===== src/hw/rtl/gelut_pkg.sv =====
package gelut_pkg;

    localparam int TABLE_LEN   = 512;
    localparam int IDX_W       = $clog2(TABLE_LEN);
    localparam int RAM_DEPTH   = 3 * TABLE_LEN;
    localparam int ADDR_W      = $clog2(RAM_DEPTH);
    localparam int QUEUE_DEPTH = 4;

    localparam int VOICE_W    = 4;
    localparam int POS_W      = 16;
    localparam int LEVEL_W    = 16;
    localparam int GSIZE_W    = 16;
    localparam int CFG_IDX_W  = 1;
    localparam int CFG_DATA_W = 16;

    typedef enum logic [1:0] {
        SHAPE_BELL   = 2'd0,
        SHAPE_PERC   = 2'd1,
        SHAPE_SWELL  = 2'd2,
        SHAPE_SILENT = 2'd3
    } shape_t;

    typedef enum logic [CFG_IDX_W-1:0] {
        CFG_GRAIN_SIZE   = 1'b0,
        CFG_SHAPE_SELECT = 1'b1
    } cfg_index_t;

    typedef struct packed {
        logic [VOICE_W-1:0] voice_id;
        logic [POS_W-1:0]   grain_position;
    } in_item_t;

    typedef struct packed {
        logic [VOICE_W-1:0] voice_out;
        logic [LEVEL_W-1:0] level;
    } out_item_t;

    typedef struct packed {
        logic [GSIZE_W-1:0] grain_size;
        shape_t             shape;
    } cfg_t;

    // one classified beat between front and back
    typedef struct packed {
        logic [VOICE_W-1:0] voice;
        logic               zero;
        logic [GSIZE_W-1:0] rem;
        logic [ADDR_W-1:0]  addr0;
        logic [ADDR_W-1:0]  addr1;
    } q_entry_t;

endpackage


===== src/hw/rtl/gelut_queue.sv =====
module gelut_queue
    import gelut_pkg::*;
(
    input  logic     clk,
    input  logic     rst_n,
    input  logic     push,
    input  q_entry_t push_data,
    output logic     full,
    input  logic     pop,
    output q_entry_t pop_data,
    output logic     empty
);

    localparam int PTR_W = $clog2(QUEUE_DEPTH);
    localparam int CNT_W = $clog2(QUEUE_DEPTH + 1);

    q_entry_t         mem_reg [QUEUE_DEPTH];
    logic [PTR_W-1:0] wr_ptr_reg;
    logic [PTR_W-1:0] rd_ptr_reg;
    logic [CNT_W-1:0] count_reg;

    assign full     = count_reg == CNT_W'(QUEUE_DEPTH);
    assign empty    = count_reg == '0;
    assign pop_data = mem_reg[rd_ptr_reg];

    always_ff @(posedge clk)
    begin
        if (push)
        begin
            mem_reg[wr_ptr_reg] <= push_data;
        end
    end

    always_ff @(posedge clk or negedge rst_n)
    begin
        if (!rst_n)
        begin
            wr_ptr_reg <= '0;
            rd_ptr_reg <= '0;
            count_reg  <= '0;
        end
        else
        begin
            if (push)
            begin
                wr_ptr_reg <= (wr_ptr_reg == PTR_W'(QUEUE_DEPTH - 1)) ? '0 : wr_ptr_reg + 1'b1;
            end
            if (pop)
            begin
                rd_ptr_reg <= (rd_ptr_reg == PTR_W'(QUEUE_DEPTH - 1)) ? '0 : rd_ptr_reg + 1'b1;
            end
            case ({push, pop})
                2'b10:   count_reg <= count_reg + 1'b1;
                2'b01:   count_reg <= count_reg - 1'b1;
                default: count_reg <= count_reg;
            endcase
        end
    end

endmodule


===== config.mk =====
export PLATFORM = sky130hd
export DESIGN_NAME = gelut_queue
export DESIGN_NICKNAME = d
export VERILOG_FILES = /design/src/hw/rtl/gelut_pkg.sv /design/src/hw/rtl/gelut_queue.sv
export SDC_FILE = /design/constraint.sdc
export NUM_CORES = 1
export LEC_CHECK = 0
export ABC_AREA = 1
export BUFFER_PORTS_ARGS = -buffer_cell sky130_fd_sc_hd__buf_2
export CAP_MARGIN = 40
export CORE_AREA = 2 2 139 141
export CTS_CLUSTER_SIZE = 20
export DETAILED_ROUTE_END_ITERATION = 12
export DIE_AREA = 0 0 141 143
export HOLD_SLACK_MARGIN = 0.05
export PLACE_DENSITY = 0.58
export SYNTH_ARGS = -nofsm -noshare
export SYNTH_HDL_FRONTEND = slang
export SYNTH_SLANG_ARGS = --single-unit

===== constraint.sdc =====
create_clock -name clk -period 2.1 [get_ports clk]
set_input_delay 0.42 -clock clk [delete_from_list [all_inputs] [get_ports clk]]
set_output_delay 0.42 -clock clk [all_outputs]
set_load 0.05 [all_outputs]

After elaboration in Yosys (flattened, before gate mapping)
Memory sizes are Yosys's and may differ from the RTL's.
Index checks and enable logic that the tools add are counted.

storage, ports and cells
  flip-flop bits (word level) = 7
  latch bits = 0
  memory bits (writable) = 172
  ROM bits = 0
  input port bits = 47
  output and inout port bits = 45
  logic and storage cells = 20
  memories = 1

memories
  name     words  width  read ports  clocked after Yosys merged registers in  wr ports  RTL line           text
  mem_reg  4      43     1           0                                        1         gelut_queue.sv:17  q_entry_t mem_reg [QUEUE_DEPTH];

operators by class
  add/sub/neg operators = 4
  multiply operators = 0
  divide/modulo/power cells = 0
  $lt $le $gt $ge = 0
  eq/ne operators = 5
  shift-type cells = 0
  muxes and demuxes = 5
  bitwise operators = 0
  reductions and logical operators = 2

operators by type and width
  cell                                              count
  == test 2 bit, second input constant              3
  case mux 3 bit (2 select lines)                   1
  adder 2 x 1 -> 2 bit, second input constant       2
  two-way mux 2 bit                                 2
  adder 3 x 1 -> 3 bit, second input constant       1
  == test 3 bit, second input constant              1
  zero test 3 bit                                   1
  subtractor 3 x 1 -> 3 bit, second input constant  1
  == test 2 x 1 -> 1 bit, second input constant     1
  two-way mux 1 bit                                 2
  nonzero test 2 bit                                1

Depth between registers and ports, before layout
  depth after elaboration = 2
  gate-level depth with buffers = 10
  depth with buffers taken out = 9

Least setup slack after synthesis
Ideal clock, no wire load.

  path type = input to register
  start point = input push
  end point = memory mem_reg[1][0] (netlist name), enable pin
  library setup time = 0.397 ns
  arrival = 1.569 ns
  required time = 1.703 ns
  setup slack = 0.133 ns
  stages = 3
  path buffers = 1
  path through = clkbuf_1 > nand2_1 > inv_1

on the way
  cells in the longest elaborated chain, start to end = 2

ends and longest elaborated chain
  element                                  RTL line           text
  from (decl)                              gelut_queue.sv:6   input logic push,
  two-way mux 1 bit                        gelut_queue.sv:28  if (push)
  two-way mux 1 bit (implied by the code)  gelut_queue.sv:30  mem_reg[wr_ptr_reg] <= push_data;
  to (decl)                                gelut_queue.sv:17

No other way between the ends.

==> results.py <==
metrics = {
    "layout": {
        "fillers": 1623,
        "final_common_cell": "edfxtp_1",
        "layout_common_cells": "edfxtp_1, nand2_1, inv_1, o211ai_1, buf_2",
        "layout-area-overhead-vs-synth_pct": 22.00,
        "largest_reg_flops": 172,
        "nets": 713,
        "drive_above_1_share_pct": 22.77,
        "finalNonFillerCells": 907,
    },
    "routing": {
        "wire_per_inst_um": 16.45,
        "drt_iter0_drc": 225,
        "first_pass_iters": 4,
        "drt_wl_total_um": 14920,
        "via_count": 4399,
        "viasPerCell": 4.850,
        "drc": 0,
        "drtAntennaViolNets": 0,
    },
    "clock_network": {
        "clk_latency_ns": 0.43,
        "h-tree-depth": 4,
        "cts-root-buf": "clkbuf_16",
        "path_clk_slew_ns": 0.07,
        "cts.sinks": 179,
        "clk_path_buf_depth": 2,
        "tritoncts": "done",
        "cts_made_buffers": 17,
    },
    "floorplanning": {
        "initial_utilization_pct": 39.62,
        "die-area_um2": 20160,
        "die_height_um": 143,
        "core_area_um2": 18580,
        "ios": 92,
        "rows": 50,
        "die_w_um": 141,
    },
    "timing": {
        "slew_headroom_pct": 72.61,
        "fmax_mhz": 474.3,
        "worst_slack_ns": -0.008288,
        "fin_tns_setup_ns": -0.01301,
        "fin_crit_sh_pct": 100.4,
        "finalMaxSlewViolations": 0,
        "period_needed_ns": 2.108,
        "grt_setup_unrepaired": "yes",
        "hold_viol": 0,
        "worstMarginPinSlew_ns": 0.4109,
        "setup_viol": 2,
        "finClkSkew_ns": 0.01287,
    },
    "synth": {
        "synth.avg_cell_area_um2": 13.24,
        "ys.warnings.count": 0,
        "syn-num-nets": 610,
        "yosysTopAreaCell": "edfxtp_1",
        "synthTopCellsByArea": "edfxtp_1, o211ai_1, nand2_1",
        "yosysTopAreaCellShare_pct": 70.17,
        "ys_seq_area_share_pct": 72.55,
        "syn_area_um2": 7361,
        "synth_cell_types": 18,
        "synth_cells": 556,
        "ys_ff_latch": 179,
    },
    "worst_setup_path": {
        "cp-start-kind": "flop",
        "cpMaxStageDelayCell": "dfrtp_2",
        "crit_required_ns": 1.68,
        "worstPathArrival_ns": 1.69,
        "path_cells": "clkinv_8, clkbuf_16, o211ai_1, nand2_1, buf_6",
        "worstPathMaxFanout": 19,
        "criticalPathCategory": "flop to primary output",
        "end_kind": "primary output",
        "max_stage_delay_ns": 0.43,
    },
    "status": {
        "violations": "setup timing",
        "status": "finished, violations left",
    },
    "placement": {
        "dp_hpwl_um": 8719,
        "port_buffers": 91,
        "pre_cts_slack_ns": 0.2475,
        "dp.cells": 867,
        "gp_congestion": 0.7297,
    },
    "pwr": {
        "p_per_area_nw_per_um2": 1586,
        "leakage_nw": 3.666,
        "ir_drop_uv": 698.3,
    },
    "hold_path": {
        "hold_path_class": "input port to flop",
    },
    "flow_run": {
        "maxCapViolCount": 0,
    },
    "global_route": {
        "grt_pass1_wl_um": 22740,
        "overflow": 0,
        "grtUsageTotal_pct": 15.05,
        "grt_max_degree": 45,
        "antenna_found_initial": 2,
        "grt_pass1_vias": 4414,
    },
}
[worst max-delay path: cells and delay by family, from the launching register on]
| family | cells | cell delay, ns |
|---|---|---|
| flops | 1 | 0.43 |
| compound gates | 1 | 0.17 |
| buf+inv | 3 | 0.52 |
| simple gates | 1 | 0.12 |
[stage by stage]
stage	hold WS, ns	utilization, %	total power, W	instance area (um2)
after floorplan	0.1244	-	0.009078	7361
after global placement	0.2798	43.03	0.01017	7995
after detailed placement	0.2849	43.03	0.01028	7995
after CTS	0.1859	47.43	0.01400	8813
after global routing	0.1809	48.32	0.01497	8977
final	0.1971	48.33	0.01424	8980
[cell type report]
class / instances / area, um2 / share of cell area (%)
Antenna cell: 1 / 2.502 / 0.02787
Inverter: 101 / 396.6 / 4.417
Multi-Input combinational cell: 247 / 1339 / 14.91
Timing Repair inverter: 1 / 6.256 / 0.06967
Sequential cell: 179 / 5343 / 59.50
Clock buffer: 17 / 425.4 / 4.737
Clock inverter: 15 / 167.7 / 1.867
Tap cell: 234 / 292.8 / 3.260
Timing Repair Buffer: 112 / 1007 / 11.22
[path summary, 6_finish.rpt]
kind	start	end	slack, ns	depth (start not counted)
max	rd_ptr_reg[0]	pop_data[41]	-0.008	5
min	push_data[34]	mem_reg[1][34]	0.20	1
max reg2reg	wr_ptr_reg[0]	mem_reg[2][12]	0.56	5
min reg2reg	count_reg[2]	count_reg[2]	0.55	2
max in group asynchronous	rst_n	rd_ptr_reg[1]	1.53	2
min in group asynchronous	rst_n	rd_ptr_reg[0]	0.37	2
[per-layer routing]
metal	global-route usage [%]	vias to the layer above	part of all wire [%]
met5	0	-	0
met4	4.895	0	1.1
met3	4.158	18	4.3
met2	26.50	82	52
met1	17.97	2160	43
li1	-	2139	-
[cells by family (layout without fill, tap and decap cells)]
kind of cell,after synthesis,in the layout,synth area share [%]
fa+ha+maj,7,7,1.292
xor+xnor,1,1,0.1190
compound gates,91,91,9.111
other cells,0,1,0
simple gates,148,148,7.632
flops,179,179,72.55
buf+inv,130,246,9.298
[Yosys cell counts]
cell type,number
nor3_1,2
buf_4,9
fa_1,1
inv_1,99
clkbuf_1,1
edfxtp_1,172
nor2_1,2
nand4_1,1
dfrtp_1,7
clkbuf_8,8
inv_2,2
buf_6,11
ha_1,6
o211ai_1,86
o21ai_0,5
nand3_1,1
nand2_1,142
xnor2_1,1
[where the power goes]
group	internal, W	switching, W
Clock	0.00169	0.00143
Combinational	0.00206	0.00429
Sequential	0.00458	0.000189
Total	0.00833	0.00591
[what timing repair did]
action	CTS	global route
setup endpoints to repair	43	43
cloned	2	2
hold buffers	1	0
endpoints found under the hold margin	7	0
pin swaps	1	2
resized for setup	58	33
setup buffers	2	0
(Power assumes the default switching activity.)
