**src/hw/rtl/gelut_pkg.sv**
```systemverilog
package gelut_pkg;

    localparam int TABLE_LEN   = 512;
    localparam int IDX_W       = $clog2(TABLE_LEN);
    localparam int RAM_DEPTH   = 3 * TABLE_LEN;
    localparam int ADDR_W      = $clog2(RAM_DEPTH);
    localparam int QUEUE_DEPTH = 4;

    localparam int VOICE_W    = 4;
    localparam int POS_W      = 16;
    localparam int LEVEL_W    = 16;
    localparam int GSIZE_W    = 16;
    localparam int CFG_IDX_W  = 1;
    localparam int CFG_DATA_W = 16;

    typedef enum logic [1:0] {
        SHAPE_BELL   = 2'd0,
        SHAPE_PERC   = 2'd1,
        SHAPE_SWELL  = 2'd2,
        SHAPE_SILENT = 2'd3
    } shape_t;

    typedef enum logic [CFG_IDX_W-1:0] {
        CFG_GRAIN_SIZE   = 1'b0,
        CFG_SHAPE_SELECT = 1'b1
    } cfg_index_t;

    typedef struct packed {
        logic [VOICE_W-1:0] voice_id;
        logic [POS_W-1:0]   grain_position;
    } in_item_t;

    typedef struct packed {
        logic [VOICE_W-1:0] voice_out;
        logic [LEVEL_W-1:0] level;
    } out_item_t;

    typedef struct packed {
        logic [GSIZE_W-1:0] grain_size;
        shape_t             shape;
    } cfg_t;

    // one classified beat between front and back
    typedef struct packed {
        logic [VOICE_W-1:0] voice;
        logic               zero;
        logic [GSIZE_W-1:0] rem;
        logic [ADDR_W-1:0]  addr0;
        logic [ADDR_W-1:0]  addr1;
    } q_entry_t;

endpackage

```
**src/hw/rtl/gelut_front.sv**
```systemverilog
module gelut_front
    import gelut_pkg::*;
(
    input  logic     clk,
    input  logic     rst_n,
    input  cfg_t     cfg,
    input  logic     enable,
    input  logic     in_valid,
    output logic     in_ready,
    input  in_item_t in_data,
    input  logic     q_full,
    output logic     push,
    output q_entry_t push_data
);

    localparam int P_W = POS_W + IDX_W;
    localparam int NST = IDX_W + 1;

    logic [NST-1:0]     valid_reg;
    logic [VOICE_W-1:0] voice_reg [NST];
    logic               zero_reg  [NST];
    logic [GSIZE_W-1:0] rem_reg   [NST];
    logic [IDX_W-1:0]   low_reg   [NST];
    logic [IDX_W-1:0]   quo_reg   [NST];

    logic               adv;
    logic               accept;
    logic [P_W-1:0]     p_full;
    logic [IDX_W-1:0]   i0;
    logic [IDX_W-1:0]   i1;
    logic [ADDR_W-1:0]  base;

    assign adv      = !(valid_reg[IDX_W] && q_full);
    assign in_ready = adv && enable;
    assign accept   = in_valid && in_ready;
    assign p_full   = P_W'(in_data.grain_position) * P_W'(TABLE_LEN);

    always_ff @(posedge clk or negedge rst_n)
    begin
        if (!rst_n)
        begin
            valid_reg <= '0;
        end
        else if (adv)
        begin
            valid_reg <= {valid_reg[NST-2:0], accept};
        end
    end

    // p >> IDX_W is below grain_size for in-range positions, so the quotient fits IDX_W bits
    always_ff @(posedge clk)
    begin
        if (adv)
        begin
            voice_reg[0] <= in_data.voice_id;
            zero_reg[0]  <= (cfg.shape == SHAPE_SILENT) ||
                            (in_data.grain_position >= cfg.grain_size);
            rem_reg[0]   <= p_full[P_W-1:IDX_W];
            low_reg[0]   <= p_full[IDX_W-1:0];
            quo_reg[0]   <= '0;
        end
    end

    // restoring divide, one quotient bit per stage
    for (genvar s = 0; s < IDX_W; s++)
    begin : g_div
        logic [GSIZE_W:0] trial;
        logic [GSIZE_W:0] diff;
        logic             take;

        assign trial = {rem_reg[s], low_reg[s][IDX_W-1]};
        assign diff  = trial - {1'b0, cfg.grain_size};
        assign take  = trial >= {1'b0, cfg.grain_size};

        always_ff @(posedge clk)
        begin
            if (adv)
            begin
                voice_reg[s+1] <= voice_reg[s];
                zero_reg[s+1]  <= zero_reg[s];
                rem_reg[s+1]   <= take ? diff[GSIZE_W-1:0] : trial[GSIZE_W-1:0];
                low_reg[s+1]   <= low_reg[s] << 1;
                quo_reg[s+1]   <= {quo_reg[s][IDX_W-2:0], take};
            end
        end
    end

    always_comb
    begin
        if (quo_reg[IDX_W] > IDX_W'(TABLE_LEN - 1))
        begin
            i0 = IDX_W'(TABLE_LEN - 1);
        end
        else
        begin
            i0 = quo_reg[IDX_W];
        end
        // upper neighbor of the last entry wraps to entry 0
        if (i0 == IDX_W'(TABLE_LEN - 1))
        begin
            i1 = '0;
        end
        else
        begin
            i1 = i0 + 1'b1;
        end
        case (cfg.shape)
            SHAPE_PERC:  base = ADDR_W'(TABLE_LEN);
            SHAPE_SWELL: base = ADDR_W'(2 * TABLE_LEN);
            default:     base = '0;
        endcase
        push_data.voice = voice_reg[IDX_W];
        push_data.zero  = zero_reg[IDX_W];
        push_data.rem   = rem_reg[IDX_W];
        push_data.addr0 = base + ADDR_W'(i0);
        push_data.addr1 = base + ADDR_W'(i1);
    end

    assign push = valid_reg[IDX_W] && adv;

endmodule

```
**config.mk**
```make
export PLATFORM = sky130hd
export DESIGN_NAME = gelut_front
export DESIGN_NICKNAME = d
export VERILOG_FILES = /design/src/hw/rtl/gelut_pkg.sv /design/src/hw/rtl/gelut_front.sv
export SDC_FILE = /design/constraint.sdc
export NUM_CORES = 1
export LEC_CHECK = 0
export ABC_AREA = 1
export BUFFER_PORTS_ARGS = -buffer_cell sky130_fd_sc_hd__buf_4
export CAP_MARGIN = 20
export CORE_UTILIZATION = 45
export DETAILED_ROUTE_END_ITERATION = 16
export PLACE_DENSITY = 0.73
export SLEW_MARGIN = 10
export SYNTH_ARGS = -nofsm -noshare
export SYNTH_HDL_FRONTEND = slang
export SYNTH_SLANG_ARGS = --single-unit
```
**constraint.sdc**
```tcl
create_clock -name clk -period 12.4 [get_ports clk]
set_clock_uncertainty 0.2 [all_clocks]
set_input_delay 2.48 -clock clk [delete_from_list [all_inputs] [get_ports clk]]
set_output_delay 2.48 -clock clk [all_outputs]
set_load 0.01 [all_outputs]
```
**Yosys cells after proc, flatten, opt, wreduce, memory -nomap -nowiden**

Memory sizes are Yosys's and may differ from the RTL's.
Index checks and enable logic that the tools add are counted.

- Muxes and demuxes: 13
- Add/subtract/negate cells: 12
- Reduce and logical (&&, ||, !) cells: 6
- Equality and inequality tests: 4
- Magnitude comparators: 11

Operators with widths:

| operator | number |
|---|---|
| $ge 17x16->1 | 9 |
| $mux 16 | 9 |
| $sub 16x16->16 | 9 |
| $add 11x9->11 | 2 |
| $pmux 11 s2 | 1 |
| $mux 9 | 2 |
| $ge 16x16->1 | 1 |
| $add 9x1->9 const B | 1 |
| $eq 9x9->1 const B | 1 |
| $gt 9x9->1 const B | 1 |
| $eq 2x2->1 const B | 2 |
| $logic_and 1x1->1 | 4 |
| $eq 2x1->1 const B | 1 |
| $logic_not 1->1 | 1 |
| $logic_or 1x1->1 | 1 |
| $mux 1 | 1 |

- Memories kept: 5
- Bits in registers: 10
- RAM bits: 380
- Word-level logic and storage cells: 52
- Output and inout bits: 45
- Input port bits: 43

Memories:

| memory | words | bits a word | rd ports | clocked after Yosys merged registers in | write ports | line | source |
|---|---|---|---|---|---|---|---|
| rem_reg | 10 | 16 | 10 | 0 | 10 | gelut_front.sv:22 | `logic [GSIZE_W-1:0] rem_reg [NST];` |
| quo_reg | 10 | 9 | 10 | 0 | 10 | gelut_front.sv:24 | `logic [IDX_W-1:0] quo_reg [NST];` |
| low_reg | 10 | 8 | 9 | 0 | 10 | gelut_front.sv:23 | `logic [IDX_W-1:0] low_reg [NST];` |
| voice_reg | 10 | 4 | 10 | 0 | 10 | gelut_front.sv:20 | `logic [VOICE_W-1:0] voice_reg [NST];` |
| zero_reg | 10 | 1 | 10 | 0 | 10 | gelut_front.sv:21 | `logic zero_reg [NST];` |

**Logic depth before layout (Yosys ltp)**

Gate-level depths: netlist of run 1.
An unclocked memory read counts as a cell.

- Word-level depth: 6
- Depth in mapped cells: 15
- Depth with buffers taken out: 13

**Least setup slack after synthesis of run 1**

OpenSTA, ideal clock, no wires.

- Path type: input-to-reg
- From: input q_full
- To: register valid_reg[1]
- Arrival time: 10194 ps
- Required time: 11754 ps
- Path buffers: 2
- Slack: 1560 ps
- Stages on the path: 4
- Cell sequence: nand2_1 > clkbuf_1 > buf_1 > a21oi_1

- Longest elaborated chain between the ends: 1

Ends and longest elaborated chain:

| what | line | source |
|---|---|---|
| from (decl) | gelut_front.sv:11 | `input logic q_full,` |
| $logic_and 1x1->1 | gelut_front.sv:33 | `assign adv = !(valid_reg[IDX_W] && q_full);` |
| to (signal assigned) | gelut_front.sv:46 | `valid_reg <= {valid_reg[NST-2:0], accept};` |
| to (decl) | gelut_front.sv:19 | `logic [NST-1:0] valid_reg;` |

No other way between the ends.
A chain may end at the register's enable or synchronous reset.

**Worst setup path after layout of run 1**

- From: input q_full
- To: output in_ready

- Longest elaborated chain between the ends: 3

Ends and longest elaborated chain:

| what | line | source |
|---|---|---|
| $logic_and 1x1->1 | gelut_front.sv:33 |  |
| $logic_not 1->1 | gelut_front.sv:33 |  |
| $logic_and 1x1->1 | gelut_front.sv:34 | `assign in_ready = adv && enable;` |
| to (decl) | gelut_front.sv:9 | `output logic in_ready,` |

No other way between the ends.

==> results.json, run 1 <==
{
  "status": "finished clean",
  "ys_types": 37,
  "syn-cell-area_mm2": 0.01989,
  "synth_top_area_share": 0.3849,
  "drtIter0Drc": 1368,
  "critPathKind": "in2out",
  "rows": 76,
  "grt_max_degree": 93,
  "n_antenna_cell": 0,
  "synth_common_cells": "nand2_1, inv_1, edfxtp_1",
  "fin_setup_tns_ns": 0,
  "die-height_um": 212.3,
  "die_w_um": 212.3,
  "drc": 0,
  "hold_viol": 0,
  "ios": 88,
  "power_w": 0.006034,
  "cts_tree": "yes",
  "whs_ns": 0.2163,
  "slowest_stage": "nand2_4",
  "ys_ff_latch": 265,
  "dr.pass1.iters": 6,
  "syn_area_per_cell_um2": 7.590,
  "crit_family": "simple AND/OR/NAND/NOR gates",
  "cpMostUsedCell": "buf_4",
  "ir_drop_mv": 0.1423,
  "wl_per_cell_um": 15.38,
  "grt_use_total": 0.2295,
  "gp_congestion": 0.9447,
  "synth_edf_count": 255,
  "vias_per_cell": 5.107,
  "cp.required_ns": 9.72,
  "cp_max_fo": 28,
  "yosysMostFrequentCell": "nand2_1",
  "dieArea_mm2": 0.04505,
  "root_buffer": "clkbuf_16",
  "cts_buffers": 31,
  "start_util": 0.4588,
  "drtAntennaViolNets": 0,
  "largest_register_ffs": 160,
  "ys_top_cells_by_area": "edfxtp_1, nand2_1, ha_1, inv_1, nand3_1",
  "slew_headroom": 0.3370,
  "antenna_found_initial": 0,
  "overflow": 0,
  "arrival_ns": 3.18,
  "synthFlopType": "edfxtp_1",
  "rsz0062_at_grt": "no",
  "report.final.setup_viol": 0,
  "worstSkewPairLatency_ns": 0.59,
  "syn_inst": 2621,
  "async_flop_share": 0.03774,
  "first_global_vias": 16290,
  "min_path_type": "reg2reg",
  "layout-drive-gt1-share": 0.08113,
  "cts_setup_buffers": 0,
  "hold_buffers": 0,
  "crit_buf_inv": 2,
  "powerDensity_mw_per_mm2": 273.2,
  "dp_hpwl_um": 37660,
  "cts_sinks": 265,
  "synthesis.nets": 2835,
  "worst_slew_pin_slew_ns": 0.9934,
  "slew_viol_final": 0,
  "num_vias": 16900,
  "yosysTopAreaCell": "edfxtp_1",
  "synth-seq-area-share": 0.3975,
  "clock_path_buffers": 3,
  "max_stage_delay_ns": 0.25,
  "core_mm2": 0.04336,
  "cp-start-kind": "input port",
  "maxCapViolCount": 0,
  "areaGrowthSynthToFinish_pct": 11.02,
  "port_buffers": 87,
  "worstPathCellList": "buf_4, nand2_4, and2_1, buf_4",
  "clk_pin_slew_worst_paths_ns": 0.06,
  "cts_max_level": 1,
  "cellLeakagePower_nw": 11.23,
  "final_nets": 2914,
  "fillers": 4127,
  "ys_warn_count": 0,
  "max_freq_mhz": 170.7,
  "rrSetupSlack_ns": 9.66,
  "crit_path_end_kind": "output pin",
  "ctsResizeCount": 0,
  "drt_wl_total_um": 50910,
  "grt_pass1_wl_um": 81410,
  "fin_crit_sh": 0.4724,
  "fin_crit_ns": 5.858
}
final timing paths:
path                       depth (start not counted)             from               to
min in group asynchronous                          1            rst_n     valid_reg[8]
max in group asynchronous                          1            rst_n     valid_reg[7]
max reg2reg                                        3     valid_reg[9]   rem_reg[1][11]
min                                                0  voice_reg[5][3]  voice_reg[6][3]
min reg2reg                                        0  voice_reg[5][3]  voice_reg[6][3]
max                                                4           q_full         in_ready
area by class of cell:
cell class / count / area (um2) / share of cell area
clock buffer: 37 / 798.3 / 0.03614
clock inverter: 20 / 260.3 / 0.01178
inverter: 392 / 1486 / 0.06730
multi-input combinational: 1916 / 10180 / 0.4607
sequential: 265 / 7908 / 0.3580
tap: 585 / 732.0 / 0.03314
timing repair buffer: 94 / 725.7 / 0.03286
per-layer routing:
metal	GRT usage	routed length, um	up-vias
li1	-	-	8560
met4	0.08881	1821	0
met2	0.3839	23470	523
met3	0.03220	3147	123
met5	0	0	-
met1	0.3000	22470	7693
kinds of logic (layout without fill, tap and decap cells):
kind of cell,Yosys count,in the layout,share of synthesized area
adder cells (fa/ha/maj),171,171,0.1109
AND/OR/NAND/NOR,1561,1561,0.3418
AO/OA/AOI/OAI,124,124,0.03201
buffers and inverters,440,543,0.09138
XOR/XNOR,60,60,0.02642
flip-flops,265,265,0.3975
metrics by stage:
| step | util | setup WS (ns) | instances | area [um2] |
|---|---|---|---|---|
| floorplan | - | 1.560 | 2621 | 19890 |
| global placement | 0.4843 | 5.952 | 3251 | 21000 |
| detailed placement | 0.4843 | 5.915 | 3251 | 21000 |
| CTS | 0.5087 | 5.920 | 3308 | 22060 |
| global route | 0.5093 | 6.470 | 3309 | 22090 |
| finish | 0.5093 | 6.542 | 3309 | 22090 |
power by group:
part | switching, W | total [W] | internal, W
clock | 0.000384 | 0.000951 | 0.000567
combinational | 0.00208 | 0.00319 | 0.00111
sequential | 0.000252 | 0.00189 | 0.00164
worst reg2reg max path, stage by stage (launching register included):
cell	delay, ns
dfrtp_1	0.40
nand2_4	0.27
buf_4	0.56
buf_4	0.81
layout by cell type, fill, tap and decap left out, types with 28 or more instances in the layout:
cell	instances
nand3b_1	33
and2_1	28
nand3_1	194
nand4_1	43
edfxtp_1	255
nor2_1	138
inv_1	385
clkbuf_16	31
nand2_1	1024
a21oi_1	101
ha_1	162
buf_4	93
xor2_1	45
(Power assumes the default switching activity.)
==> run 2, diff against run 1 <==
PLACE_DENSITY = 0.76   (was 0.73)
clock period = 5 ns   (was 12.4 ns; I/O delays follow)
==> run 2 against run 1 <==
Against the previous run: die area stayed put; register-to-register slack got worse by 7.3 ns; hold slack lost 0.14 ns; non-clock buffer count up 5; final area grew 0.25%; first-iteration DRC count shrank 7.9%; global-route usage increased by 1.5 points; critical path depth up 7; clock power grew to 2.6 times the previous value; critical path type is now reg2out; largest power group unchanged; highest routed layer unchanged.
==> results.json, run 2 (same netlist as run 1, synthesis figures left out) <==
{
  "cp.required_ns": 3.80,
  "ios": 88,
  "num_vias": 17070,
  "worst_slew_pin_slew_ns": 0.9706,
  "critPathKind": "reg2out",
  "die-height_um": 212.3,
  "status": "finished clean",
  "cts_buffers": 34,
  "drtAntennaViolNets": 0,
  "largest_register_ffs": 160,
  "slew_headroom": 0.3529,
  "final_nets": 2922,
  "hold_buffers": 0,
  "max_stage_delay_ns": 0.40,
  "die_w_um": 212.3,
  "drc": 0,
  "min_path_type": "in2async",
  "dp_hpwl_um": 40130,
  "drt_wl_total_um": 53860,
  "slew_viol_final": 0,
  "hold_viol": 0,
  "gp_congestion": 0.9568,
  "fin_setup_tns_ns": 0,
  "cts_setup_buffers": 0,
  "most-common-layout-cells": "nand2_1, inv_1, edfxtp_1",
  "worstSkewPairLatency_ns": 0.54,
  "vias_per_cell": 5.148,
  "clk_pin_slew_worst_paths_ns": 0.06,
  "rows": 76,
  "first_global_vias": 16530,
  "utilization": 0.5106,
  "report.final.setup_viol": 0,
  "worstPathCellList": "ha_1, nand2_1, inv_1, nand2_1, nor2_1, nand3_1, nor2_1, ha_1, o21bai_1, a21oi_1, buf_4",
  "layout_commonest_cell": "nand2_1",
  "start_util": 0.4588,
  "fin_area_mm2": 0.02214,
  "grt_pass1_wl_um": 85580,
  "antenna_found_initial": 0,
  "place_area_mm2": 0.02106,
  "grt_use_total": 0.2449,
  "dieArea_mm2": 0.04505,
  "ir_drop_mv": 0.3316,
  "slowest_stage": "edfxtp_1",
  "layout-drive-gt1-share": 0.08168,
  "fin_crit_ns": 3.612,
  "powerDensity_mw_per_mm2": 682.8,
  "rrSetupSlack_ns": 2.41,
  "ctsResizeCount": 0,
  "dr.pass1.iters": 6,
  "rsz0062_at_grt": "no",
  "maxCapViolCount": 0,
  "core_mm2": 0.04336,
  "cts_tree": "yes",
  "drtIter0Drc": 1260,
  "crit_path_end_kind": "output pin",
  "arrival_ns": 2.41,
  "overflow": 0,
  "root_buffer": "clkbuf_16",
  "cp_max_fo": 8,
  "power_w": 0.01512,
  "cts_sinks": 265,
  "clock_path_buffers": 3,
  "port_buffers": 87,
  "whs_ns": 0.08120,
  "fin_crit_sh": 0.7224,
  "n_antenna_cell": 0,
  "cp-start-kind": "register",
  "cts_max_level": 2,
  "areaGrowthSynthToFinish_pct": 11.30,
  "max_freq_mhz": 276.9,
  "cellLeakagePower_nw": 11.27,
  "grt_max_degree": 171,
  "wl_per_cell_um": 16.25,
  "fillers": 4153
}
==> run 2: cell types whose count changed in the layout (fill, tap and decap cells not counted), moves of 3 or more <==
cell,previous run,this run
buf_4,93,98
clkbuf_16,31,35
clkinv_1,2,5
clkinvlp_4,3,0
==> run 2: power by group <==
| part | total [W] | internal (W) | switching (W) |
|---|---|---|---|
| Clock | 0.00245 | 0.00148 | 0.000962 |
| Combinational | 0.00792 | 0.00276 | 0.00516 |
| Sequential | 0.00476 | 0.00408 | 0.000679 |
| Total | 0.0151 | 0.00832 | 0.00680 |
==> run 2: critical path, delay by kind of cell, from the launching register on <==
kind,cells,cell delay [ns]
fa+ha+maj,2,0.51
buf+inv,2,0.22
simple gates,5,0.55
flops,1,0.40
compound gates,2,0.20
==> run 2: worst paths after layout <==
check                              start              to  depth (start not counted)
setup / recovery           quo_reg[9][1]    push_data[7]                         11
hold / removal                     rst_n    valid_reg[5]                          1
setup reg to reg           rem_reg[0][0]  rem_reg[1][11]                         10
hold reg to reg            quo_reg[4][1]   quo_reg[5][2]                          0
max in group asynchronous          rst_n    valid_reg[0]                          1
min in group clk           quo_reg[4][1]   quo_reg[5][2]                          0
==> run 2: final cells by class <==
type	count	area, um2	share of cell area
Clock buffer	42	902.1	0.04074
Inverter	392	1486	0.06713
Timing Repair Buffer	99	755.7	0.03413
Tap cell	585	732.0	0.03306
Sequential cell	265	7908	0.3571
Clock inverter	16	181.4	0.008194
Multi-Input combinational cell	1916	10180	0.4596
==> run 2: per-layer routing <==
layer / wire length (um) / GRT usage / up-vias
met5: 0 / 0 / -
met4: 1854 / 0.09055 / 0
met3: 3260 / 0.03368 / 109
met2: 24710 / 0.4078 / 526
met1: 24030 / 0.3241 / 7839
li1: - / - / 8592
==> run 2: per-stage QoR <==
step | setup slack, ns | cells
6_report | 1.388 | 3315
3_3_place_gp | 1.022 | 3257
3_5_place_dp | 1.007 | 3257
5_1_grt | 1.232 | 3315
4_1_cts | 1.382 | 3315
2_1_floorplan | 1.257 | 2621
==> run 3, diff against run 2 <==
PLACE_DENSITY = 0.73   (was 0.76)
clock period = 3.7 ns   (was 5 ns; I/O delays follow)
==> run 3 against run 2 <==
Against the previous run: final area rose by 0.59%; hold slack improved by 0.034 ns; sequential share of layout area fell by 0.21 points; combinational power rose by 36%; via count rose by 0.26%; clock-buffer cell count fell by 5; critical path depth did not move; utilization rose by 0.30 points; non-clock buffer count rose by 27.
==> results.json, run 3 (same netlist as run 1, synthesis figures left out) <==
{
  "rsz0062_at_grt": "no",
  "cts_buffers": 30,
  "max_freq_mhz": 292.3,
  "start_util": 0.4588,
  "die_w_um": 212.3,
  "final_nets": 2945,
  "place_area_mm2": 0.02132,
  "maxCapViolCount": 0,
  "holdPathEnd": "voice_reg[0][1]",
  "vias_per_cell": 5.126,
  "cts_max_level": 1,
  "core_mm2": 0.04336,
  "overflow": 0,
  "dp_hpwl_um": 39560,
  "dr.pass1.iters": 7,
  "cp_max_fo": 8,
  "ff2ff_path_depth": 12,
  "slew_headroom": 0.3887,
  "cts_tree": "yes",
  "most-common-layout-cells": "nand2_1, inv_1, edfxtp_1",
  "dieArea_mm2": 0.04505,
  "critPathKind": "reg2out",
  "largest_register_ffs": 160,
  "fin_setup_tns_ns": 0,
  "areaGrowthSynthToFinish_pct": 11.95,
  "cts_sinks": 265,
  "grt_pass1_wl_um": 84640,
  "min_path_cells": 1,
  "cp-start-kind": "register",
  "grt_use_met1": 0.3138,
  "grt_util_met3": 0.03383,
  "fillers": 4172,
  "cp.required_ns": 2.76,
  "clk_pin_slew_worst_paths_ns": 0.06,
  "worst_slew_pin_slew_ns": 0.9169,
  "top_usage_layer": "met2",
  "drc": 0,
  "antenna_found_initial": 0,
  "min_path_type": "in2reg",
  "grt_use_met2": 0.4075,
  "rrSetupSlack_ns": 1.20,
  "rows": 76,
  "drt_wl_total_um": 52850,
  "cellLeakagePower_nw": 11.35,
  "reg2reg_from": "rem_reg[6][11]",
  "layout-drive-gt1-share": 0.08936,
  "grt_use_total": 0.2392,
  "hold_viol": 0,
  "whs_ns": 0.1151,
  "n_antenna_cell": 0,
  "worstReg2RegEnd": "rem_reg[7][8]",
  "min_from": "in_data[17]",
  "status": "finished clean",
  "fin_crit_ns": 3.421,
  "first_global_vias": 16340,
  "drtAntennaViolNets": 0,
  "root_buffer": "clkbuf_16",
  "num_vias": 17110,
  "report.final.setup_viol": 0,
  "drtIter0Drc": 1235,
  "port_buffers": 87,
  "slew_viol_final": 0,
  "fin_area_mm2": 0.02227,
  "ir_drop_mv": 0.5163,
  "crit_path_end_kind": "output pin",
  "die-height_um": 212.3,
  "ctsResizeCount": 0,
  "grt_max_degree": 166,
  "ios": 88,
  "layout_commonest_cell": "nand2_1",
  "worstSkewPairLatency_ns": 0.59,
  "powerDensity_mw_per_mm2": 901.5,
  "fin_crit_sh": 0.9246,
  "arrival_ns": 2.48,
  "clock_path_buffers": 3,
  "wl_per_cell_um": 15.83,
  "gp_congestion": 0.9674
}
run 3: changes by cell type in the layout (fill, tap and decap cells not counted):
cell           before  now
inv_6               2    0
clkinv_2            5    6
clkinv_1            5    4
bufinv_16           4    2
buf_4              98  119
clkinv_4            0    3
clkbuf_16          35   30
buf_12              1    6
clkinv_16           0    1
clkinvlp_4          0    1
dlygate4sd3_1       0    1
run 3: final cells by class:
| cell class | count | area, um2 | share of cell area |
|---|---|---|---|
| repair buffers | 126 | 1023 | 0.04595 |
| inverters | 392 | 1486 | 0.06674 |
| multi-input cells | 1916 | 10180 | 0.4569 |
| clock inverters | 17 | 168.9 | 0.007584 |
| flip-flops and latches | 265 | 7908 | 0.3551 |
| well taps | 585 | 732.0 | 0.03287 |
| clock buffers | 37 | 777.0 | 0.03489 |
run 3: how the worst max path moves through the flow:
stage                  start             end  slack [ns]  cells after the start
2_1_floorplan         q_full   quo_reg[1][0]        0.22                      3
5_1_grt        quo_reg[9][0]    push_data[7]        0.18                     11
6_report       quo_reg[9][0]    push_data[7]        0.28                     11
3_3_place_gp         cfg[15]  rem_reg[6][12]        0.50                     12
4_1_cts        quo_reg[9][0]    push_data[7]        0.24                     11
3_5_place_dp         cfg[15]  rem_reg[6][12]        0.52                     12
run 3: where the power goes:
part           switching [W]  total (W)  internal, W
clock                0.00123    0.00287      0.00163
combinational        0.00700     0.0108      0.00382
sequential          0.000886    0.00639      0.00550
run 3: stage by stage:
| stage | setup WS (ns) | power [W] | instances | utilization |
|---|---|---|---|---|
| finish | 0.2789 | 0.02008 | 3338 | 0.5136 |
| detailed placement | 0.5168 | 0.01715 | 3283 | 0.4916 |
| CTS | 0.2413 | 0.02008 | 3338 | 0.5136 |
| floorplan | 0.2165 | 0.01422 | 2621 | - |
| global route | 0.1785 | 0.02184 | 3338 | 0.5136 |
| global placement | 0.5048 | 0.01699 | 3283 | 0.4916 |
run 3: layer usage:
metal,up-vias,part of all wire
met5,-,0
li1,8636,-
met4,0,0.030
met3,105,0.068
met1,7831,0.44
met2,538,0.47
run 3: what timing repair did:
item                      CTS  global route
hold buffers                1             0
hold endpoints to repair   10             0
setup buffers               0             0
run 3: critical path, stage by stage, from the launching register on:
cell and delay, ns:
edfxtp_1 0.41, ha_1 0.19, nand2_1 0.05, inv_1 0.07
nand2_1 0.08, nor2_1 0.17, nand3_1 0.11, nor2_1 0.12
ha_1 0.32, o21bai_1 0.16, a21oi_1 0.06, buf_4 0.14
